--- src/hdl/cbor_token_stream_parser_assert.svh ---
// Assertion macros used by the CBOR token stream parser RTL.
`ifndef CBOR_TOKEN_STREAM_PARSER_ASSERT_SVH
`define CBOR_TOKEN_STREAM_PARSER_ASSERT_SVH

`ifndef NO_ASSERTIONS
`define CBTSP_ASSERT_ALWAYS(lbl, clk, rst_n, expr, msg) \
    lbl: assert property (@(posedge clk) disable iff (!rst_n) (expr)) else $error(msg);
`define CBTSP_ASSERT_IMPLIES(lbl, clk, rst_n, ante, cons, msg) \
    lbl: assert property (@(posedge clk) disable iff (!rst_n) (ante) |-> (cons)) \
        else $error(msg);
`else
`define CBTSP_ASSERT_ALWAYS(lbl, clk, rst_n, expr, msg)
`define CBTSP_ASSERT_IMPLIES(lbl, clk, rst_n, ante, cons, msg)
`endif

`endif

--- src/hdl/cbortsp_pkg.sv ---
// Types and constants of the CBOR token stream parser.
package cbortsp_pkg;

    localparam int CBTSP_QUEUE_DEPTH = 4;

    // Parser phases
    localparam logic [1:0] PH_IDLE = 2'd0;
    localparam logic [1:0] PH_ARG  = 2'd1;
    localparam logic [1:0] PH_PAY  = 2'd2;

    // Major types used by name
    localparam logic [2:0] MAJ_BYTES  = 3'd2;
    localparam logic [2:0] MAJ_TEXT   = 3'd3;
    localparam logic [2:0] MAJ_SIMPLE = 3'd7;

    // Minor codes
    localparam logic [4:0] MN_FALSE = 5'd20;
    localparam logic [4:0] MN_TRUE  = 5'd21;
    localparam logic [4:0] MN_NULL  = 5'd22;
    localparam logic [4:0] MN_UNDEF = 5'd23;
    localparam logic [4:0] MN_ARG1  = 5'd24;
    localparam logic [4:0] MN_ARG8  = 5'd27;
    localparam logic [4:0] MN_F32   = 5'd26;
    localparam logic [4:0] MN_F64   = 5'd27;

    // Token types
    localparam logic [3:0] TT_SPECIAL = 4'd7;
    localparam logic [3:0] TT_BOOL    = 4'd8;
    localparam logic [3:0] TT_NULL    = 4'd9;
    localparam logic [3:0] TT_UNDEF   = 4'd10;
    localparam logic [3:0] TT_FLOAT   = 4'd11;
    localparam logic [3:0] TT_END     = 4'd12;
    localparam logic [3:0] TT_ERROR   = 4'd13;
    localparam logic [3:0] TT_PAYLOAD = 4'd14;

    // Error codes
    localparam logic [1:0] ERR_NONE      = 2'd0;
    localparam logic [1:0] ERR_WIDTH     = 2'd1;
    localparam logic [1:0] ERR_SHORT     = 2'd2;
    localparam logic [1:0] ERR_NO_INT64  = 2'd3;

    typedef struct packed {
        logic [7:0] data_byte;
        logic       first_of_buffer;
        logic       last_of_buffer;
    } t_item;

    typedef struct packed {
        logic [3:0]  token_type;
        logic [63:0] argument;
        logic        float_is_double;
        logic [1:0]  error_code;
        logic [7:0]  payload_byte;
        logic        payload_last;
    } t_result;

    // Up to two results written to the queue in one cycle
    typedef struct packed {
        logic [1:0] cnt;
        t_result    d0;
        t_result    d1;
    } t_push;

endpackage

--- src/hdl/cbor_token_stream_parser.sv ---
// Top level of the CBOR token stream parser.
//
//  channel   direction  handshake                payload
//  input     in         i_in_valid / o_in_stall  i_in_data  (t_item)
//  output    out        o_out_valid / i_out_stall o_out_data (t_result)
//  config    in         i_cfg_we                 i_cfg_wdata (int64_enable)
//
// One byte is accepted per cycle while the input is not stalled. A byte is
// held in the input register, is decoded, and its zero, one or two results go
// into the result queue in the same cycle; results reach the output from the
// queue. The queue delivers one result per cycle while the output is not
// stalled, so bytes that yield two results (end or error on the last byte)
// are bounded by the output port. The input stalls only while a byte is held
// and the queue lacks room for two. Reset is synchronous; int64_enable returns
// to 1 and the parser goes idle.
module cbor_token_stream_parser
    import cbortsp_pkg::*;
#(
    parameter int QUEUE_DEPTH = CBTSP_QUEUE_DEPTH
) (
    input  logic    i_clk,
    input  logic    i_rst_n,
    input  logic    i_in_valid,
    output logic    o_in_stall,
    input  t_item   i_in_data,
    output logic    o_out_valid,
    input  logic    i_out_stall,
    output t_result o_out_data,
    input  logic    i_cfg_we,
    input  logic    i_cfg_wdata
);

    `include "cbor_token_stream_parser_assert.svh"

    // Build the token for a complete initial byte plus argument.
    function automatic t_result f_finish(input logic [2:0] mj, input logic [4:0] mn,
                                         input logic [63:0] arg);
        t_result r;
        r = '0;
        if (mj == MAJ_SIMPLE) begin
            case (mn) inside
                MN_FALSE, MN_TRUE: begin
                    r.token_type = TT_BOOL;
                    r.argument   = {63'd0, mn == MN_TRUE};
                end
                MN_NULL:  r.token_type = TT_NULL;
                MN_UNDEF: r.token_type = TT_UNDEF;
                MN_F32, MN_F64: begin
                    r.token_type      = TT_FLOAT;
                    r.argument        = arg;
                    r.float_is_double = (mn == MN_F64);
                end
                default: begin
                    r.token_type = TT_SPECIAL;
                    r.argument   = arg;
                end
            endcase
        end else begin
            // integers, strings headers, arrays, maps and tags keep their major
            r.token_type = {1'b0, mj};
            r.argument   = arg;
        end
        return r;
    endfunction

    // Input register
    logic   r_in_valid;
    t_item  r_in;

    // Parser state
    logic [1:0]  r_phase,    n_phase;
    logic [2:0]  r_major,    n_major;
    logic [4:0]  r_minor,    n_minor;
    logic [3:0]  r_arg_left, n_arg_left;
    logic [63:0] r_acc,      n_acc;
    logic [63:0] r_pay_left, n_pay_left;
    logic        r_err,      n_err;
    logic        r_int64;

    logic        q_room;
    logic        proc_go;
    t_push       q_push;

    t_result     res_a, res_b;
    logic        res_a_v, res_b_v;
    logic        fin;
    logic [63:0] fin_arg;
    logic [63:0] acc_shift;
    logic [3:0]  arg_dec;
    logic [63:0] pay_dec;
    logic [7:0]  b;

    assign proc_go    = r_in_valid && q_room;
    assign o_in_stall = r_in_valid && !q_room;

    assign b         = r_in.data_byte;
    assign acc_shift = {r_acc[55:0], b};
    assign arg_dec   = r_arg_left - 4'd1;
    assign pay_dec   = r_pay_left - 64'd1;

    always_ff @(posedge i_clk) begin
        if (!i_rst_n) begin
            r_in_valid <= 1'b0;
        end else if (!o_in_stall) begin
            r_in_valid <= i_in_valid;
        end
    end

    always_ff @(posedge i_clk) begin
        if (!o_in_stall) begin
            r_in <= i_in_data;
        end
    end

    // Decode of the held byte
    always_comb begin
        n_phase    = r_phase;
        n_major    = r_major;
        n_minor    = r_minor;
        n_arg_left = r_arg_left;
        n_acc      = r_acc;
        n_pay_left = r_pay_left;
        n_err      = r_err;
        res_a      = '0;
        res_a_v    = 1'b0;
        res_b      = '0;
        res_b_v    = 1'b0;
        fin        = 1'b0;
        fin_arg    = '0;

        if (proc_go) begin
            if (r_in.first_of_buffer) begin
                n_err      = 1'b0;
                n_phase    = PH_IDLE;
                n_arg_left = '0;
                n_acc      = '0;
                n_pay_left = '0;
            end

            if (!n_err) begin
                unique case (n_phase)
                    PH_ARG: begin
                        n_acc      = acc_shift;
                        n_arg_left = arg_dec;
                        if (arg_dec == 4'd0) begin
                            fin     = 1'b1;
                            fin_arg = acc_shift;
                        end
                    end
                    PH_PAY: begin
                        n_pay_left           = pay_dec;
                        res_a_v              = 1'b1;
                        res_a.token_type     = TT_PAYLOAD;
                        res_a.payload_byte   = b;
                        res_a.payload_last   = (pay_dec == 64'd0);
                        if (pay_dec == 64'd0) begin
                            n_phase = PH_IDLE;
                        end
                    end
                    default: begin
                        // initial byte
                        n_major = b[7:5];
                        n_minor = b[4:0];
                        n_acc   = '0;
                        if (b[4:0] < MN_ARG1) begin
                            fin     = 1'b1;
                            fin_arg = {59'd0, b[4:0]};
                        end else if (b[4:0] > MN_ARG8) begin
                            res_a_v          = 1'b1;
                            res_a.token_type = TT_ERROR;
                            res_a.error_code = ERR_WIDTH;
                            n_err            = 1'b1;
                            n_phase          = PH_IDLE;
                        end else if (b[4:0] == MN_ARG8 && !r_int64 &&
                                     b[7:5] != MAJ_SIMPLE) begin
                            res_a_v          = 1'b1;
                            res_a.token_type = TT_ERROR;
                            res_a.error_code = ERR_NO_INT64;
                            n_err            = 1'b1;
                            n_phase          = PH_IDLE;
                        end else begin
                            n_arg_left = 4'd1 << b[1:0];
                            n_phase    = PH_ARG;
                        end
                    end
                endcase

                if (fin) begin
                    res_a_v = 1'b1;
                    res_a   = f_finish(n_major, n_minor, fin_arg);
                    n_phase = PH_IDLE;
                    // non-empty string: payload bytes follow
                    if ((n_major == MAJ_BYTES || n_major == MAJ_TEXT) &&
                        fin_arg != 64'd0) begin
                        n_pay_left = fin_arg;
                        n_phase    = PH_PAY;
                    end
                end

                if (r_in.last_of_buffer && !n_err) begin
                    res_b_v = 1'b1;
                    if (n_phase == PH_ARG || n_phase == PH_PAY) begin
                        res_b.token_type = TT_ERROR;
                        res_b.error_code = ERR_SHORT;
                        n_err            = 1'b1;
                        n_phase          = PH_IDLE;
                    end else begin
                        res_b.token_type = TT_END;
                    end
                end
            end
        end
    end

    always_ff @(posedge i_clk) begin
        if (!i_rst_n) begin
            r_phase <= PH_IDLE;
            r_err   <= 1'b0;
            r_int64 <= 1'b1;
        end else begin
            r_phase <= n_phase;
            r_err   <= n_err;
            if (i_cfg_we) begin
                r_int64 <= i_cfg_wdata;
            end
        end
    end

    always_ff @(posedge i_clk) begin
        r_major    <= n_major;
        r_minor    <= n_minor;
        r_arg_left <= n_arg_left;
        r_acc      <= n_acc;
        r_pay_left <= n_pay_left;
    end

    // Compact the two result slots into queue writes
    always_comb begin
        q_push.cnt = {1'b0, res_a_v} + {1'b0, res_b_v};
        q_push.d0  = res_a_v ? res_a : res_b;
        q_push.d1  = res_b;
    end

    cbortsp_result_queue #(
        .DEPTH (QUEUE_DEPTH)
    ) u_queue (
        .i_clk   (i_clk),
        .i_rst_n (i_rst_n),
        .i_push  (q_push),
        .o_room  (q_room),
        .o_valid (o_out_valid),
        .o_data  (o_out_data),
        .i_stall (i_out_stall)
    );

    `CBTSP_ASSERT_IMPLIES(a_push_needs_room, i_clk, i_rst_n,
        q_push.cnt != 2'd0, q_room, "queue write without room")
    `CBTSP_ASSERT_IMPLIES(a_err_silent, i_clk, i_rst_n,
        proc_go && r_err && !r_in.first_of_buffer, q_push.cnt == 2'd0,
        "result while error latched")
    `CBTSP_ASSERT_IMPLIES(a_last_reports, i_clk, i_rst_n,
        proc_go && r_in.last_of_buffer && (!r_err || r_in.first_of_buffer),
        q_push.cnt != 2'd0, "last byte gave no end or error")
    `CBTSP_ASSERT_IMPLIES(a_arg_count, i_clk, i_rst_n,
        r_phase == PH_ARG, r_arg_left != 4'd0, "argument phase with no bytes left")

endmodule

--- src/hdl/cbortsp_result_queue.sv ---
// Result queue: takes up to two results a cycle, delivers one per transaction.
module cbortsp_result_queue
    import cbortsp_pkg::*;
#(
    parameter int DEPTH = CBTSP_QUEUE_DEPTH  // power of two, at least 2
) (
    input  logic    i_clk,
    input  logic    i_rst_n,
    input  t_push   i_push,
    output logic    o_room,
    output logic    o_valid,
    output t_result o_data,
    input  logic    i_stall
);

    localparam int AW = (DEPTH > 1) ? $clog2(DEPTH) : 1;
    localparam int CW = $clog2(DEPTH + 1);

    t_result         r_mem [DEPTH];
    logic [AW-1:0]   r_head;
    logic [AW-1:0]   r_tail;
    logic [CW-1:0]   r_count;
    logic            pop;
    logic [AW-1:0]   tail_p1;

    assign o_valid = (r_count != '0);
    assign o_data  = r_mem[r_head];
    assign pop     = o_valid && !i_stall;
    assign o_room  = (r_count <= CW'(DEPTH - 2));
    assign tail_p1 = r_tail + AW'(1);

    always_ff @(posedge i_clk) begin
        if (!i_rst_n) begin
            r_head  <= '0;
            r_tail  <= '0;
            r_count <= '0;
        end else begin
            if (pop) begin
                r_head <= r_head + AW'(1);
            end
            r_tail  <= r_tail + AW'(i_push.cnt);
            r_count <= r_count + CW'(i_push.cnt) - CW'(pop);
        end
    end

    always_ff @(posedge i_clk) begin
        if (i_push.cnt != 2'd0) begin
            r_mem[r_tail] <= i_push.d0;
        end
        if (i_push.cnt == 2'd2) begin
            r_mem[tail_p1] <= i_push.d1;
        end
    end

endmodule
--- config.mk ---
export PLATFORM = sky130hd
export DESIGN_NAME = cbor_token_stream_parser
export DESIGN_NICKNAME = d
export VERILOG_FILES = /design/src/hdl/cbortsp_pkg.sv /design/src/hdl/cbor_token_stream_parser.sv /design/src/hdl/cbortsp_result_queue.sv
export VERILOG_INCLUDE_DIRS = /design/src /design/src/hdl
export SDC_FILE = /design/constraint.sdc
export NUM_CORES = 1
export LEC_CHECK = 0
export ABC_AREA = 1
export BUFFER_PORTS_ARGS = -buffer_cell sky130_fd_sc_hd__buf_2
export CAP_MARGIN = 20
export CORE_MARGIN = 2
export CORE_UTILIZATION = 61
export DETAILED_ROUTE_END_ITERATION = 8
export GPL_ROUTABILITY_DRIVEN = 0
export PLACE_DENSITY = 0.79
export REMOVE_ABC_BUFFERS = 1
export SLEW_MARGIN = 0
export SYNTH_ARGS = -nofsm -noshare
export SYNTH_HDL_FRONTEND = slang
export SYNTH_SLANG_ARGS = --single-unit
--- constraint.sdc ---
create_clock -name i_clk -period 12.85 [get_ports i_clk]
set_input_delay 0.6425 -clock i_clk [delete_from_list [all_inputs] [get_ports i_clk]]
set_output_delay 0.6425 -clock i_clk [all_outputs]
set_load 0.03 [all_outputs]
==> flow_metrics.tcl <==
set metrics [dict create \
    syn_inst 3386 \
    cts_buffers 49 \
    path_max_fanout 61 \
    p_per_area_nw_per_um2 175 \
    rsz0062_at_grt "false" \
    multiInputGateArea_sq_um 12000 \
    clock.fmax_mhz 151 \
    p_leak_nw 10.5 \
    timing.final.max_slew_violations 0 \
    htreeDepth 2 \
    setup_viol 0 \
    power_mw 4.70 \
    grt_pass1_wl_microns 124000 \
    clock_latency_ns 0.61 \
    ys_ff_latch 476 \
    clkTransAtPathRegs_ns 0.06 \
    grt_max_degree 129 \
    period_share 0.515 \
    dr.max_layer_used "met4" \
    ys_top_cells_by_area "dfxtp_1, edfxtp_1, o21ai_0" \
    grt_pass1_vias 23200 \
    final_cells 3875 \
    port_buffers 97 \
    hold_start "i_in_data[3]" \
    ant_nets 0 \
    outcome "finished clean" \
    die-area_sq_um 42000 \
    initial_utilization 0.619 \
    cts_resized 0 \
    fin_nets 3343 \
    hold_viol_final 0 \
    wl_met1_microns 30700 \
    synth_area_leader_cell "dfxtp_1" \
    wl_microns 79100 \
    vias_per_cell 6.47 \
    required_ns 13.16 \
    cp_num_buf_inv 7 \
    first_pass_iters 7 \
    cts_tree "built" \
    cts_hold_buf 0 \
    arrival_ns 6.93 \
    clock_path_buffers 3 \
    placed_cells 3780 \
    synth.top_cell.area_share 0.258 \
    min_path_type "in2reg" \
    fin_area_sq_um 26900 \
    placed_cell_area_sq_um 25100 \
    routed-via-count 25100 \
    core_area_sq_um 39800 \
    fillerInstances 3358 \
    syn_to_final_growth_pct 9.02 \
    grt_use_total 0.372 \
    yosys_warnings 0 \
    route.met3.wl_microns 8100 \
    numClockSinks 476 \
    worst_setup_path_start_kind "flip-flop" \
    cp_top_family "simple AND/OR/NAND/NOR gates" \
    die_h_microns 205 \
    num_rows 73 \
    register_area_sq_um 11100 \
    synth_area_per_cell_sq_um 7.28 \
    startpoint "r_in[1]" \
    drive_above_1_share 0.0764 \
    r2r-start "r_in[1]" \
    cp_cell_sequence "clkinv_1, buf_4, nand2_1, inv_1, ha_1, buf_4, inv_1, nor2_1, nand4_4, inv_2, buf_12, nand2_1, nand4_1, nor2_1, nand2_1, nor2_1, nand2_2, nand2_4, nand2_1, ha_1, nand2_1, nor2_1, a31oi_1, o22ai_1" \
    syn-cell-area_sq_um 24600 \
    hpwl_microns 49900 \
    antenna_found_initial 1 \
    wire_per_inst_microns 20.4 \
    whs_ns 0.213 \
    ios 98 \
    slowest_delay_ns 0.54 \
    ir_worst_vdd_mv 0.140 \
    crit_top_cell "nand2_1" \
    crit_path_top_delay_cell "edfxtp_1" \
    maxCapViolations 0 \
    die_w_microns 205 \
    ys_seq_area_frac 0.451 \
    met2_length_microns 35000 \
    tns_ns 0 \
    root_buffer "clkbuf_16" \
    path_class "reg2reg" \
    ys_types 44 \
    drc 0 \
    skew_ns 0.0220 \
    end_kind "flip-flop" \
    worstMarginPinSlew_ns 1.17 \
    drtIter0Drc 3598 \
    period_needed_ns 6.62 \
    max-slew-margin-rel 0.223 \
    cts_setup_buffers 0 \
    gr-total-overflow 0 \
]
cells by family (layout without fill, tap and decap cells):
logic type | after synthesis | in the layout | synth area share
xor+xnor | 19 | 19 | 0.00706
compound gates | 871 | 871 | 0.190
buf+inv | 422 | 385 | 0.0671
simple gates | 1582 | 1582 | 0.276
other cells | 0 | 1 | 0
fa+ha+maj | 16 | 16 | 0.00843
flops | 476 | 476 | 0.451
cell usage in the layout (no fill, tap or decap), types with 3 or more instances in the layout:
cell type and n:
nor3_1 5, inv_6 4, nand3_4 8, inv_2 8, nand3b_1 25, dfxtp_1 316
inv_1 156, a22oi_1 49, clkbuf_1 13, a31oi_1 3, and2_1 3, a21oi_1 28
nor2_1 439, nor2_2 4, nor2_4 4, buf_4 25, nand3_1 451, nand2_1 593
nand2_2 13, clkbuf_8 11, edfxtp_1 158, o21ai_0 575, nand4_1 28, xor2_1 12
buf_12 4, clkinv_2 5, o21ai_1 80, clkbuf_16 53, o22ai_1 126, ha_1 14
buf_2 97, xnor2_1 6
sequential cells by signal (all words and copies together) (netlist names), 2 cells and up, named ones only:
signal           count
u_queue.r_mem      320
r_pay_left          64
r_acc               56
b                    8
r_minor              5
r_arg_left           4
r_major              3
u_queue.r_count      3
r_in                 2
r_phase              2
u_queue.r_head       2
u_queue.r_tail       2
layer usage:
layer | up-vias | track usage
li1 | 11500 | -
met1 | 11700 | 0.489
met2 | 1529 | 0.566
met3 | 298 | 0.0638
met4 | 0 | 0.239
met5 | - | 0
power breakdown:
part           leakage [nW]  switching [mW]  internal, mW
logic                  5.60            1.02         0.375
clock network         0.820           0.614         0.860
registers              4.05           0.128          1.70
total                  10.5            1.76          2.94
stage by stage:
step            util  setup WS, ns
2_1_floorplan      -         0.981
3_3_place_gp   0.630          6.01
3_5_place_dp   0.630          5.98
4_1_cts        0.672          5.95
5_1_grt        0.675          5.89
6_report       0.675          6.23
synth_stat cells, drive strengths merged:
master	n
a22oi	49
a31oi	3
nor4	1
and2	3
ha	15
edfxtp	158
xnor2	6
a32o	2
o311ai	1
nand3b	25
o21ai	655
a21oi	29
clkinv	2
nor3	7
inv	167
buf	37
or2	2
o22ai	126
nand4	29
nand3	461
o41ai	1
nor2	447
a32oi	1
dfxtp	318
nand2	607
fa	1
xor2	13
o211ai	2
clkbuf	216
o32ai	2
area by class of cell:
type                            instances  share of cell area
Sequential cell                       476               0.414
Antenna cell                            1           0.0000931
Inverter                              169              0.0239
Timing Repair Buffer                  127              0.0291
Clock buffer                           78              0.0570
Clock inverter                         11             0.00489
Tap cell                              525              0.0244
Multi-Input combinational cell       2488               0.447
final timing paths:
| check | endpoint | slack (ns) | cells after the start |
|---|---|---|---|
| worst max-delay path | u_queue.r_mem[2][76] | 6.23 | 24 |
| worst min-delay path | b[1] | 0.21 | 1 |
| worst max register to register | u_queue.r_mem[2][76] | 6.23 | 24 |
| worst min register to register | flip-flop | 0.47 | 1 |
No activity file was read; power rests on OpenSTA's default activity.
